## src/rtl/assert_macros.svh

```systemverilog
// ----------------------------------------------------------------------------
// Assertion macros shared by the scaler RTL.
// ----------------------------------------------------------------------------
`ifndef ASSERT_MACROS_SVH
`define ASSERT_MACROS_SVH

// Same-cycle implication, switched off while reset is held.
`define LBS_ASSERT_IMP(label, clk, rst_n, ante, cons) \
    label: assert property (@(posedge clk) disable iff (!rst_n) (ante) |-> (cons)) \
        else $error("scaler assertion failed");

// Next-cycle implication, switched off while reset is held.
`define LBS_ASSERT_NXT(label, clk, rst_n, ante, cons) \
    label: assert property (@(posedge clk) disable iff (!rst_n) (ante) |=> (cons)) \
        else $error("scaler assertion failed");

`endif

```

## src/rtl/lbs_pkg.sv

```systemverilog
// ----------------------------------------------------------------------------
// lbs_pkg
// Sizes, reciprocal constants and shared types of the letterbox scaler.
// ----------------------------------------------------------------------------
`timescale 1ns / 1ps
`default_nettype none

package lbs_pkg;

    localparam int SRC_WIDTH  = 320;
    localparam int SRC_HEIGHT = 240;
    localparam int DST_WIDTH  = 960;
    localparam int DST_HEIGHT = 544;

    localparam int BOX_WIDTH  = 720;
    localparam int BOX_HEIGHT = 540;
    localparam int BOX_LEFT   = 120;

    localparam int SX_W  = 9;
    localparam int SY_W  = 8;
    localparam int RGB_W = 24;
    localparam int OX_W  = 10;
    localparam int OY_W  = 10;
    localparam int PIX_W = 16;

    // Wide enough for any panel size and for the right edge of the viewport.
    localparam int CMP_W = 12;

    localparam int COORD_W = (OX_W > OY_W) ? OX_W : OY_W;
    localparam int SRC_MAX = (SRC_WIDTH > SRC_HEIGHT) ? SRC_WIDTH : SRC_HEIGHT;
    localparam int P_W     = COORD_W + $clog2(SRC_MAX + 1);

    localparam int DIV_A   = (DST_WIDTH > DST_HEIGHT) ? DST_WIDTH : DST_HEIGHT;
    localparam int DIV_B   = (BOX_WIDTH > BOX_HEIGHT) ? BOX_WIDTH : BOX_HEIGHT;
    localparam int DIV_MAX = (DIV_A > DIV_B) ? DIV_A : DIV_B;
    localparam int L_W     = $clog2(DIV_MAX);

    // A numerator below 2**P_W times the rounded-up reciprocal, shifted right
    // by SHIFT, gives the exact floor quotient for every divisor up to 2**L_W.
    localparam int SHIFT = P_W + L_W;
    localparam int M_W   = SHIFT - 3;
    localparam int PM_W  = P_W + M_W;

    localparam logic [M_W-1:0] M_COL_WIDE = M_W'(((64'd1 << SHIFT) +
        64'(DST_WIDTH) - 64'd1) / 64'(DST_WIDTH));
    localparam logic [M_W-1:0] M_ROW_WIDE = M_W'(((64'd1 << SHIFT) +
        64'(DST_HEIGHT) - 64'd1) / 64'(DST_HEIGHT));
    localparam logic [M_W-1:0] M_COL_BOX = M_W'(((64'd1 << SHIFT) +
        64'(BOX_WIDTH) - 64'd1) / 64'(BOX_WIDTH));
    localparam logic [M_W-1:0] M_ROW_BOX = M_W'(((64'd1 << SHIFT) +
        64'(BOX_HEIGHT) - 64'd1) / 64'(BOX_HEIGHT));

    localparam int COL_W  = $clog2(SRC_WIDTH);
    localparam int ROW_W  = $clog2(SRC_HEIGHT);
    localparam int DEPTH  = SRC_WIDTH * SRC_HEIGHT;
    localparam int ADDR_W = $clog2(DEPTH);

    localparam int QDEPTH = 4;
    localparam int QA_W   = $clog2(QDEPTH);
    localparam int QC_W   = $clog2(QDEPTH + 1);

    localparam logic OP_WRITE = 1'b0;
    localparam logic OP_READ  = 1'b1;

    typedef enum logic [1:0] {
        KIND_WRITE,
        KIND_READ,
        KIND_BLACK
    } t_kind;

    typedef struct packed {
        t_kind             kind;
        logic [ADDR_W-1:0] addr;
        logic [PIX_W-1:0]  pix;
    } t_item;

    typedef struct packed {
        logic            empty;
        logic [QC_W-1:0] count;
    } t_q_status;

endpackage

`default_nettype wire

```

## src/rtl/lbs_queue.sv

```systemverilog
// ----------------------------------------------------------------------------
// lbs_queue
// Short FIFO between the address pipeline and the frame store side.
// ----------------------------------------------------------------------------
`timescale 1ns / 1ps
`default_nettype none
`include "assert_macros.svh"

module lbs_queue (
    input  logic               i_clk,
    input  logic               i_rst_n,
    input  logic               i_push,
    input  lbs_pkg::t_item     i_item,
    input  logic               i_pop,
    output lbs_pkg::t_item     o_item,
    output lbs_pkg::t_q_status o_status
);
    import lbs_pkg::*;

    t_item            r_mem [QDEPTH];
    logic [QA_W-1:0]  r_wr_ptr, n_wr_ptr;
    logic [QA_W-1:0]  r_rd_ptr, n_rd_ptr;
    logic [QC_W-1:0]  r_count, n_count;

    always_comb begin
        n_wr_ptr = r_wr_ptr;
        n_rd_ptr = r_rd_ptr;
        n_count  = r_count;
        if (i_push) begin
            n_wr_ptr = (r_wr_ptr == QA_W'(QDEPTH - 1)) ? '0 : r_wr_ptr + 1'b1;
        end
        if (i_pop) begin
            n_rd_ptr = (r_rd_ptr == QA_W'(QDEPTH - 1)) ? '0 : r_rd_ptr + 1'b1;
        end
        if (i_push && !i_pop) begin
            n_count = r_count + 1'b1;
        end else if (!i_push && i_pop) begin
            n_count = r_count - 1'b1;
        end
    end

    always_ff @(posedge i_clk) begin
        if (!i_rst_n) begin
            r_wr_ptr <= '0;
            r_rd_ptr <= '0;
            r_count  <= '0;
        end else begin
            r_wr_ptr <= n_wr_ptr;
            r_rd_ptr <= n_rd_ptr;
            r_count  <= n_count;
        end
    end

    always_ff @(posedge i_clk) begin
        if (i_push) begin
            r_mem[r_wr_ptr] <= i_item;
        end
    end

    assign o_item         = r_mem[r_rd_ptr];
    assign o_status.empty = (r_count == '0);
    assign o_status.count = r_count;

    `LBS_ASSERT_IMP(a_no_overflow, i_clk, i_rst_n, i_push && !i_pop,
        r_count != QC_W'(QDEPTH))
    `LBS_ASSERT_NXT(a_count_tracks, i_clk, i_rst_n, i_push && !i_pop,
        r_count == QC_W'($past(r_count) + 1'b1))

endmodule

`default_nettype wire

```

## config.mk

```make
export PLATFORM = sky130hd
export DESIGN_NAME = lbs_queue
export DESIGN_NICKNAME = d
export VERILOG_FILES = /design/src/rtl/lbs_pkg.sv /design/src/rtl/lbs_queue.sv
export VERILOG_INCLUDE_DIRS = /design/src /design/src/rtl
export SDC_FILE = /design/constraint.sdc
export NUM_CORES = 1
export LEC_CHECK = 0
export ABC_AREA = 1
export BUFFER_PORTS_ARGS = -buffer_cell sky130_fd_sc_hd__buf_2
export CORE_UTILIZATION = 45
export CTS_CLUSTER_DIAMETER = 100
export DETAILED_ROUTE_END_ITERATION = 12
export PLACE_DENSITY = 0.66
export REMOVE_ABC_BUFFERS = 1
export SETUP_SLACK_MARGIN = 0.15
export SLEW_MARGIN = 20
export SYNTH_ARGS = -nofsm -noshare
export SYNTH_HDL_FRONTEND = slang
export SYNTH_SLANG_ARGS = --single-unit
```

## constraint.sdc

```tcl
create_clock -name i_clk -period 1.7 [get_ports i_clk]
set_input_delay 0.34 -clock i_clk [delete_from_list [all_inputs] [get_ports i_clk]]
set_output_delay 0.34 -clock i_clk [all_outputs]
set_load 0.02 [all_outputs]
```

==> impl_metrics.json <==
{
  "status": "complete, but fails checks",
  "violations": "negative setup slack",
  "required_ns": 1.36,
  "synthCells": 396,
  "finalInstanceArea_sq_mm": 0.00730,
  "core.rowCount": 40,
  "gp_congestion": 0.739,
  "yosysTopAreaCellShare": 0.745,
  "hold_viol_final": 0,
  "relSlewSlack": 0.802,
  "synth_most_common_cell": "edfxtp_1",
  "slowest_stage": "dfxtp_4",
  "final_util": 0.603,
  "drv_cap": 0,
  "io_pins": 78,
  "grt-ovfl-total": 0,
  "async_flop_share": 0,
  "cts_max_level": 4,
  "worst_pin_slew_ns": 0.297,
  "worstSetupPathType": "flop to primary output",
  "cts_inserted_buffers": 17,
  "ys_seq_area_frac": 0.776,
  "grt_max_degree": 33,
  "cts_sinks": 149,
  "synth_edf_count": 140,
  "grt_pass1_vias": 3441,
  "totalWireLength_mm": 11.9,
  "fin_ws_ns": -0.224,
  "fin_crit_sh": 1.13,
  "syn_avg_cell_area_sq_um": 14.3,
  "fin_skew_ns": 0.0203,
  "p_per_area_mw_per_mm2": 1260,
  "ys_ff_latch": 149,
  "critical_path.cell_chain": "buf_12 > clkbuf_16 > o21ai_2 > o22ai_1 > buf_4",
  "ir_drop_mv": 0.775,
  "grt_antenna_before_repair": 1,
  "drive_gt1_frac": 0.316,
  "fin_crit_ns": 1.92,
  "drtIter0Drc": 282,
  "path_clk_slew_ns": 0.05,
  "synth_top_cell_by_area": "edfxtp_1",
  "die_height_microns": 114,
  "dieArea_sq_mm": 0.0130,
  "track_usage": 0.187,
  "clock_latency_ns": 0.43,
  "wl_per_cell_microns": 17.5,
  "max_freq_mhz": 520,
  "nNetsFinal": 545,
  "placed_cell_area_sq_mm": 0.00634,
  "min_path_type": "primary input to flop",
  "leakage_nw": 2.69,
  "maxSlewViolCount": 0,
  "drcViolationCount": 0,
  "vias": 3587,
  "path_buf_inv": 3,
  "core_sq_mm": 0.0121,
  "rsz0062_at_grt": "true",
  "syn_area_sq_mm": 0.00565,
  "cp_top_family": "buffers and inverters",
  "viasPerCell": 5.28,
  "grt_pass1_wl_mm": 17.6,
  "start_util": 0.466,
  "critPathMaxFanout": 8,
  "yosysWarnings": 0,
  "dp_slack_ns": 0.0892,
  "cts_tree": "done",
  "synth_top_flop_cell": "edfxtp_1",
  "root_buffer": "clkbuf_16",
  "hold_buffers": 0,
  "dp_hpwl_mm": 6.98,
  "total_power_mw": 9.21,
  "portBuffers": 77,
  "yosys-top-cells-count": "edfxtp_1, nor2_1, o21ai_0, o22ai_1, o21ai_1",
  "first_pass_iters": 4,
  "clockBufferDepth": 2,
  "synth_area_leaders": "edfxtp_1, nor2_1, o22ai_1, o21ai_0, dfxtp_1",
  "die_x_microns": 114,
  "antenna_cells": 0,
  "start_kind": "flop",
  "area_growth_pct": 29.3,
  "finalSetupViolations": 35,
  "critPathCaptureType": "primary output",
  "ant_nets": 0,
  "ys_types": 20,
  "slowest_delay_ns": 0.45,
  "crit_arrival_ns": 1.58
}
## registers in the layout, indices dropped and copies added (netlist names), named ones only
signal,flops
r_count,3
r_mem,140
r_wr_ptr,2
r_rd_ptr,2
## power breakdown
group / total [mW] / internal (mW) / switching, mW
logic: 1.16 / 0.470 / 0.689
clock network: 3.80 / 2.42 / 1.38
registers: 4.26 / 4.19 / 0.0684
## cells in the final DEF, fill, tap and decap left out, drive strengths merged
master / count
buf: 104
o21ai: 73
xor2: 1
fa: 1
dfxtp: 9
ha: 6
clkbuf: 24
nand4: 1
inv: 16
nand3: 1
bufinv: 2
clkinv: 4
nand2: 8
nor2: 78
a21oi: 3
edfxtp: 140
nor3: 3
clkinvlp: 3
o22ai: 35
## worst paths after layout
path / depth (start not counted) / start / slack, ns / end
max: 5 / flop / -0.22 / o_item[21]
min: 1 / i_item[7] / 0.13 / r_mem[1][7]
max reg2reg: 4 / r_wr_ptr[0] / 0.37 / r_mem[3][13]
min reg2reg: 2 / r_rd_ptr[1] / 0.54 / flop
## through the flow
step           setup TNS [ns]  instances  hold WS (ns)
3_3_place_gp                0        639         0.509
2_1_floorplan          -32.57        375         0.439
6_report                -5.29        680         0.131
4_1_cts                 -5.42        677         0.110
3_5_place_dp                0        639         0.537
5_1_grt                 -7.89        680         0.114
## worst register-to-register path, stage by stage (launching register included)
cell,delay [ns]
dfxtp_1,0.40
ha_1,0.20
nand2_1,0.07
inv_2,0.08
buf_4,0.27
## layer usage
metal / vias to the layer above / GRT usage / routed length, microns
li1: 1682 / - / -
met2: 131 / 0.293 / 5560
met3: 17 / 0.0611 / 781
met4: 2 / 0.0797 / 165
met5: - / 0 / 13
met1: 1755 / 0.240 / 5400
## layout make-up
cell class | count | area [sq um]
tap | 168 | 210
clock buffer | 23 | 512
multi-input combinational | 210 | 1140
sequential | 149 | 4390
timing repair buffer | 105 | 862
fill | 946 | 4810
inverter | 16 | 72.6
clock inverter | 9 | 114
## cells by family after synthesis
family                   Yosys count  synth area share
AO/OA/AOI/OAI                    111             0.106
XOR/XNOR                           1           0.00155
adder cells (fa/ha/maj)            7            0.0168
buffers and inverters             37            0.0372
flip-flops                       149             0.776
AND/OR/NAND/NOR                   91            0.0618
## timing repair
action,4_1_cts,5_1_grt
cloned,1,2
buffers inserted,5,1
hold endpoints to repair,0,0
resized for setup,58,33
setup endpoints to repair,35,36
pin swaps,3,10
(Power assumes the default switching activity.)
