File: src/rtl/assert_macros.svh
// ----------------------------------------------------------------------------
// Assertion macros shared by the scaler RTL.
// ----------------------------------------------------------------------------
`ifndef ASSERT_MACROS_SVH
`define ASSERT_MACROS_SVH

// Same-cycle implication, switched off while reset is held.
`define LBS_ASSERT_IMP(label, clk, rst_n, ante, cons) \
    label: assert property (@(posedge clk) disable iff (!rst_n) (ante) |-> (cons)) \
        else $error("scaler assertion failed");

// Next-cycle implication, switched off while reset is held.
`define LBS_ASSERT_NXT(label, clk, rst_n, ante, cons) \
    label: assert property (@(posedge clk) disable iff (!rst_n) (ante) |=> (cons)) \
        else $error("scaler assertion failed");

`endif

File: src/rtl/lbs_pkg.sv
// ----------------------------------------------------------------------------
// lbs_pkg
// Sizes, reciprocal constants and shared types of the letterbox scaler.
// ----------------------------------------------------------------------------
`timescale 1ns / 1ps
`default_nettype none

package lbs_pkg;

    localparam int SRC_WIDTH  = 320;
    localparam int SRC_HEIGHT = 240;
    localparam int DST_WIDTH  = 960;
    localparam int DST_HEIGHT = 544;

    localparam int BOX_WIDTH  = 720;
    localparam int BOX_HEIGHT = 540;
    localparam int BOX_LEFT   = 120;

    localparam int SX_W  = 9;
    localparam int SY_W  = 8;
    localparam int RGB_W = 24;
    localparam int OX_W  = 10;
    localparam int OY_W  = 10;
    localparam int PIX_W = 16;

    // Wide enough for any panel size and for the right edge of the viewport.
    localparam int CMP_W = 12;

    localparam int COORD_W = (OX_W > OY_W) ? OX_W : OY_W;
    localparam int SRC_MAX = (SRC_WIDTH > SRC_HEIGHT) ? SRC_WIDTH : SRC_HEIGHT;
    localparam int P_W     = COORD_W + $clog2(SRC_MAX + 1);

    localparam int DIV_A   = (DST_WIDTH > DST_HEIGHT) ? DST_WIDTH : DST_HEIGHT;
    localparam int DIV_B   = (BOX_WIDTH > BOX_HEIGHT) ? BOX_WIDTH : BOX_HEIGHT;
    localparam int DIV_MAX = (DIV_A > DIV_B) ? DIV_A : DIV_B;
    localparam int L_W     = $clog2(DIV_MAX);

    // A numerator below 2**P_W times the rounded-up reciprocal, shifted right
    // by SHIFT, gives the exact floor quotient for every divisor up to 2**L_W.
    localparam int SHIFT = P_W + L_W;
    localparam int M_W   = SHIFT - 3;
    localparam int PM_W  = P_W + M_W;

    localparam logic [M_W-1:0] M_COL_WIDE = M_W'(((64'd1 << SHIFT) +
        64'(DST_WIDTH) - 64'd1) / 64'(DST_WIDTH));
    localparam logic [M_W-1:0] M_ROW_WIDE = M_W'(((64'd1 << SHIFT) +
        64'(DST_HEIGHT) - 64'd1) / 64'(DST_HEIGHT));
    localparam logic [M_W-1:0] M_COL_BOX = M_W'(((64'd1 << SHIFT) +
        64'(BOX_WIDTH) - 64'd1) / 64'(BOX_WIDTH));
    localparam logic [M_W-1:0] M_ROW_BOX = M_W'(((64'd1 << SHIFT) +
        64'(BOX_HEIGHT) - 64'd1) / 64'(BOX_HEIGHT));

    localparam int COL_W  = $clog2(SRC_WIDTH);
    localparam int ROW_W  = $clog2(SRC_HEIGHT);
    localparam int DEPTH  = SRC_WIDTH * SRC_HEIGHT;
    localparam int ADDR_W = $clog2(DEPTH);

    localparam int QDEPTH = 4;
    localparam int QA_W   = $clog2(QDEPTH);
    localparam int QC_W   = $clog2(QDEPTH + 1);

    localparam logic OP_WRITE = 1'b0;
    localparam logic OP_READ  = 1'b1;

    typedef enum logic [1:0] {
        KIND_WRITE,
        KIND_READ,
        KIND_BLACK
    } t_kind;

    typedef struct packed {
        t_kind             kind;
        logic [ADDR_W-1:0] addr;
        logic [PIX_W-1:0]  pix;
    } t_item;

    typedef struct packed {
        logic            empty;
        logic [QC_W-1:0] count;
    } t_q_status;

endpackage

`default_nettype wire

File: src/rtl/lbs_front.sv
// ----------------------------------------------------------------------------
// lbs_front
// Takes commands, classifies them and works out the frame store address.
// ----------------------------------------------------------------------------
`timescale 1ns / 1ps
`default_nettype none
`include "assert_macros.svh"

module lbs_front (
    input  logic                    i_clk,
    input  logic                    i_rst_n,
    input  logic                    start,
    output logic                    busy,
    input  logic                    i_op,
    input  logic [lbs_pkg::SX_W-1:0]  i_src_x,
    input  logic [lbs_pkg::SY_W-1:0]  i_src_y,
    input  logic [lbs_pkg::RGB_W-1:0] i_pixel_rgb,
    input  logic [lbs_pkg::OX_W-1:0]  i_out_x,
    input  logic [lbs_pkg::OY_W-1:0]  i_out_y,
    input  logic                    i_cfg_we,
    input  logic                    i_cfg_wdata,
    input  lbs_pkg::t_q_status      i_q_status,
    output logic                    o_push,
    output lbs_pkg::t_item          o_push_item
);
    import lbs_pkg::*;

    localparam int IF_W = QC_W + 1;

    logic r_four_three;
    logic r_s0_valid, n_s0_valid;
    logic r_s1_valid, n_s1_valid;

    t_kind            r_s0_kind;
    logic             r_s0_box;
    logic [P_W-1:0]   r_s0_num_col;
    logic [P_W-1:0]   r_s0_num_row;
    logic [PIX_W-1:0] r_s0_pix;

    t_kind             r_s1_kind;
    logic [COL_W-1:0]  r_s1_col;
    logic [ROW_W-1:0]  r_s1_row;
    logic [PIX_W-1:0]  r_s1_pix;

    logic [CMP_W-1:0] dx, dy, sx, sy, col_coord;
    logic             accept, wr_ok, off_panel, off_box, keep;
    t_kind            kind;
    logic [P_W-1:0]   num_col, num_row;
    logic [PIX_W-1:0] pix565;
    logic [IF_W-1:0]  in_flight;

    logic [M_W-1:0]   m_col, m_row;
    logic [PM_W-1:0]  prod_col, prod_row;
    logic [COL_W-1:0] s1_col;
    logic [ROW_W-1:0] s1_row;

    // Items in the address pipeline plus those waiting in the queue.
    assign in_flight = IF_W'(r_s0_valid) + IF_W'(r_s1_valid) + IF_W'(i_q_status.count);
    assign busy      = in_flight >= IF_W'(QDEPTH);
    assign accept    = start && !busy;

    assign dx = CMP_W'(i_out_x);
    assign dy = CMP_W'(i_out_y);
    assign sx = CMP_W'(i_src_x);
    assign sy = CMP_W'(i_src_y);

    assign pix565 = {i_pixel_rgb[23:19], i_pixel_rgb[15:10], i_pixel_rgb[7:3]};

    always_comb begin
        wr_ok     = (sx < CMP_W'(SRC_WIDTH)) && (sy < CMP_W'(SRC_HEIGHT));
        off_panel = (dx >= CMP_W'(DST_WIDTH)) || (dy >= CMP_W'(DST_HEIGHT));
        off_box   = (dy >= CMP_W'(BOX_HEIGHT)) || (dx < CMP_W'(BOX_LEFT)) ||
                    (dx >= CMP_W'(BOX_LEFT + BOX_WIDTH));
        col_coord = r_four_three ? (dx - CMP_W'(BOX_LEFT)) : dx;
        if (i_op == OP_WRITE) begin
            kind    = KIND_WRITE;
            keep    = wr_ok;
            num_col = P_W'(sx);
            num_row = P_W'(sy);
        end else begin
            kind    = (off_panel || (r_four_three && off_box)) ? KIND_BLACK : KIND_READ;
            keep    = 1'b1;
            num_col = P_W'(col_coord) * P_W'(SRC_WIDTH);
            num_row = P_W'(dy) * P_W'(SRC_HEIGHT);
        end
    end

    // Quotient by reciprocal; a write carries its coordinates straight through.
    always_comb begin
        m_col    = r_s0_box ? M_COL_BOX : M_COL_WIDE;
        m_row    = r_s0_box ? M_ROW_BOX : M_ROW_WIDE;
        prod_col = PM_W'(r_s0_num_col) * PM_W'(m_col);
        prod_row = PM_W'(r_s0_num_row) * PM_W'(m_row);
        if (r_s0_kind == KIND_WRITE) begin
            s1_col = COL_W'(r_s0_num_col);
            s1_row = ROW_W'(r_s0_num_row);
        end else begin
            s1_col = COL_W'(prod_col >> SHIFT);
            s1_row = ROW_W'(prod_row >> SHIFT);
        end
    end

    always_comb begin
        n_s0_valid = accept && keep;
        n_s1_valid = r_s0_valid;
    end

    always_ff @(posedge i_clk) begin
        if (!i_rst_n) begin
            r_four_three <= 1'b0;
            r_s0_valid   <= 1'b0;
            r_s1_valid   <= 1'b0;
        end else begin
            if (i_cfg_we) begin
                r_four_three <= i_cfg_wdata;
            end
            r_s0_valid <= n_s0_valid;
            r_s1_valid <= n_s1_valid;
        end
    end

    always_ff @(posedge i_clk) begin
        if (accept) begin
            r_s0_kind    <= kind;
            r_s0_box     <= r_four_three;
            r_s0_num_col <= num_col;
            r_s0_num_row <= num_row;
            r_s0_pix     <= pix565;
        end
        r_s1_kind <= r_s0_kind;
        r_s1_col  <= s1_col;
        r_s1_row  <= s1_row;
        r_s1_pix  <= r_s0_pix;
    end

    assign o_push           = r_s1_valid;
    assign o_push_item.kind = r_s1_kind;
    assign o_push_item.addr = ADDR_W'(r_s1_row) * ADDR_W'(SRC_WIDTH) + ADDR_W'(r_s1_col);
    assign o_push_item.pix  = r_s1_pix;

    `LBS_ASSERT_NXT(a_read_enters_pipe, i_clk, i_rst_n, accept && (i_op == OP_READ),
        r_s0_valid && (r_s0_kind != KIND_WRITE))

endmodule

`default_nettype wire

File: config.mk
export PLATFORM = sky130hd
export DESIGN_NAME = lbs_front
export DESIGN_NICKNAME = d
export VERILOG_FILES = /design/src/rtl/lbs_pkg.sv /design/src/rtl/lbs_front.sv
export VERILOG_INCLUDE_DIRS = /design/src /design/src/rtl
export SDC_FILE = /design/constraint.sdc
export NUM_CORES = 1
export LEC_CHECK = 0
export BUFFER_PORTS_ARGS = -buffer_cell sky130_fd_sc_hd__clkbuf_2
export CAP_MARGIN = 25
export CORE_AREA = 2 2 226 228
export CTS_CLUSTER_DIAMETER = 150
export DETAILED_ROUTE_END_ITERATION = 7
export DIE_AREA = 0 0 228 230
export GPL_ROUTABILITY_DRIVEN = 0
export PLACE_DENSITY_LB_ADDON = 0.15
export SLEW_MARGIN = 15
export SYNTH_ARGS = -nofsm -noshare
export SYNTH_HDL_FRONTEND = slang
export SYNTH_SLANG_ARGS = --single-unit
File: constraint.sdc
create_clock -name i_clk -period 7 [get_ports i_clk]
set_clock_uncertainty 0.15 [all_clocks]
set_input_delay 1.4 -clock i_clk [delete_from_list [all_inputs] [get_ports i_clk]]
set_output_delay 1.4 -clock i_clk [all_outputs]
set_load 0.03 [all_outputs]
==> flow_summary.yaml <==
cts:
  clock_latency_ns: 0.38
  tritoncts: "yes"
  cts_resized: 0
  root_buffer: "clkbuf_16"
  clockBufferDepth: 2
  numCtsBuffers: 9
  cts.sinks: 94
  hold_buffers: 0
  htreeDepth: 3
  post-cts-setup-buffers: 0
  clk_pin_slew_worst_paths_ns: 0.08
layout:
  n_antenna_cell: 0
  fin_util_pct: 43.3
  area_growth_pct: 9.01
  fin_area_sq_mm: 0.0216
  drive_gt1_share_pct: 8.12
  final_nets: 2906
synthesis:
  synth_area_leaders: "fa_1, ha_1, inv_1, edfxtp_1, dfxtp_1"
  seq_area_frac_synth_pct: 12.3
  synth_area_sq_mm: 0.0198
  synth_cell_types: 63
  yosysMostFrequentCell: "inv_1"
  ys_ff_latch: 94
  synth_top_area_cell: "fa_1"
  ys.flop_type: "edfxtp_1"
  yosys_warnings: 0
  netlist_instances: 1985
  synth_top_area_share_pct: 34.8
  synth_edf_count: 56
  postSynthAreaPerCell_sq_um: 9.99
  ys_async_sr_fraction_pct: 0
  synthTopCellsByCount: "inv_1, ha_1, fa_1"
grt:
  met3_usage_pct: 2.91
  antenna_found_initial: 0
  grt_max_degree: 57
  gr-total-overflow: 0
  gr-usage-met2_pct: 29.3
  grt_pass1_vias: 14200
  grtUsageTotal_pct: 18.3
  grt_use_met1_pct: 26.6
  grt_pass1_wl_um: 74600
  grt_busiest_layer: "met2"
floorplan:
  dieHeight_um: 230
  num_rows: 82
  dieArea_sq_mm: 0.0524
  start_util_pct: 39.8
  die_w_um: 228
  io_pins: 108
  coreArea_sq_mm: 0.0499
detailed_routing:
  drc: 0
  dr.first_iter.drc_count: 521
  avgRoutedWirePerCell_um: 16.4
  vias_per_cell: 4.69
  vias: 13000
  drtAntennaViolNets: 0
  firstDrtPassIters: 5
  routed_wl_um: 45700
timing:
  slew_violations: 0
  slew_headroom_pct: 39.8
  hold_viol: 0
  fmax_mhz: 149
  worstMarginPinSlew_ns: 0.902
  rsz0062_at_grt: "yes"
  post-route-period-util_pct: 95.6
  post-route-min-period_ns: 6.69
  setup_tns_ns: 0
  finalSetupViolCount: 0
worst_setup_path:
  cp.arrival_ns: 6.82
  critPathTopFamily: "adder cells"
  r2r-start: "r_s0_box"
  critPathMostFrequentCell: "fa_1"
  critPathLaunchType: "flop"
  path_buf_inv: 5
  cp.required_ns: 7.13
  critPathSlowestCell: "fa_1"
  crit_type: "reg2reg"
  path_max_fanout: 19
  end_kind: "flop"
  critPathLaunch: "r_s0_box"
  critical_path.max_stage_delay_ns: 0.57
  crit_chain: "inv_2 -> buf_4 -> nand2_1 -> fa_1 -> inv_1 -> ha_1 -> fa_1 -> fa_1 -> inv_1 -> fa_1 -> fa_1 -> inv_1 -> ha_1 -> nor3_1 -> o21ai_0 -> o211ai_1 -> o21ai_0 -> a21oi_1 -> a21boi_1 -> o21a_1 -> o21a_1 -> o31ai_1"
place:
  placement.io_buffers: 98
  placed_area_sq_mm: 0.0213
  dp_hpwl_um: 41100
hold_path:
  hold_start: "r_s0_pix[3]"
  hp-class: "reg2reg"
run_status:
  status: "finished clean"
job:
  maxCapViolCount: 0
kinds of logic after synthesis:
group,Yosys count,share of synthesized area (%)
buffers and inverters,621,11.9
and+or+nand+nor,275,6.77
adders and majority gates,733,59.3
muxes,10,0.536
DFF,94,12.3
other,2,0.0379
xor gates and xnor gates,63,2.78
AOI/OAI and AO/OA,187,6.36
state kept, by name (all words and copies together), names as in the netlist:
name	flops
n_s1_valid	1
o_push	1
r_four_three	1
r_s0_box	1
r_s0_kind	2
r_s0_num_col	19
r_s0_num_row	18
r_s0_pix	16
r_s1_col	9
r_s1_kind	2
r_s1_pix	16
r_s1_row	8
metrics by stage:
step	worst slack (ns)	instances	hold WS (ns)
floorplan	0.725	1989	0.173
global placement	0.343	2763	0.174
detailed placement	0.335	2763	0.178
CTS	0.306	2779	0.196
global route	-0.0131	2779	0.200
finish	0.311	2779	0.195
routing by layer:
layer | share of wire (%) | wire [um]
met5 | 0 | 0
met4 | 1.0 | 475
met3 | 4.1 | 1870
met2 | 44 | 20300
met1 | 50 | 23000
layout by cell type, fill, tap and decap left out, types with 10 or more instances in the layout:
| cell | instances |
|---|---|
| xor2_1 | 20 |
| o211ai_1 | 10 |
| a21oi_1 | 55 |
| nor2b_1 | 29 |
| ha_1 | 388 |
| dfxtp_1 | 38 |
| nor3_1 | 17 |
| o21ai_0 | 32 |
| nor2_1 | 50 |
| edfxtp_1 | 56 |
| xnor2_1 | 43 |
| nand2_1 | 99 |
| and2_1 | 24 |
| fa_1 | 345 |
| clkbuf_2 | 98 |
| a21o_1 | 27 |
| inv_1 | 592 |
| nand3_1 | 15 |
| buf_4 | 31 |
layout make-up:
| type | instances | area (sq um) |
|---|---|---|
| multi-input combinational | 1274 | 15000 |
| clock buffer | 9 | 225 |
| tap | 672 | 841 |
| clock inverter | 7 | 86.3 |
| inverter | 593 | 2230 |
| timing repair buffer | 130 | 743 |
| sequential | 94 | 2440 |
| fill | 4963 | 28300 |
worst paths after layout:
check                      to  slack [ns]  cells after the start
setup reg to reg  r_s1_col[5]        0.31                     22
hold reg to reg   r_s1_pix[3]        0.19                      0
hold / removal    r_s1_pix[3]        0.19                      0
setup / recovery  r_s1_col[5]        0.31                     22
worst register-to-register path: cells and delay by family (launching register included):
kind / cells / cell delay, ns
compound gates: 8 / 1.55
fa+ha+maj: 7 / 3.24
buf+inv: 5 / 0.82
flops: 1 / 0.44
simple gates: 2 / 0.38
Power is not shown: default switching activity piles up to over one toggle a cycle in this logic, so the estimate is an artifact.
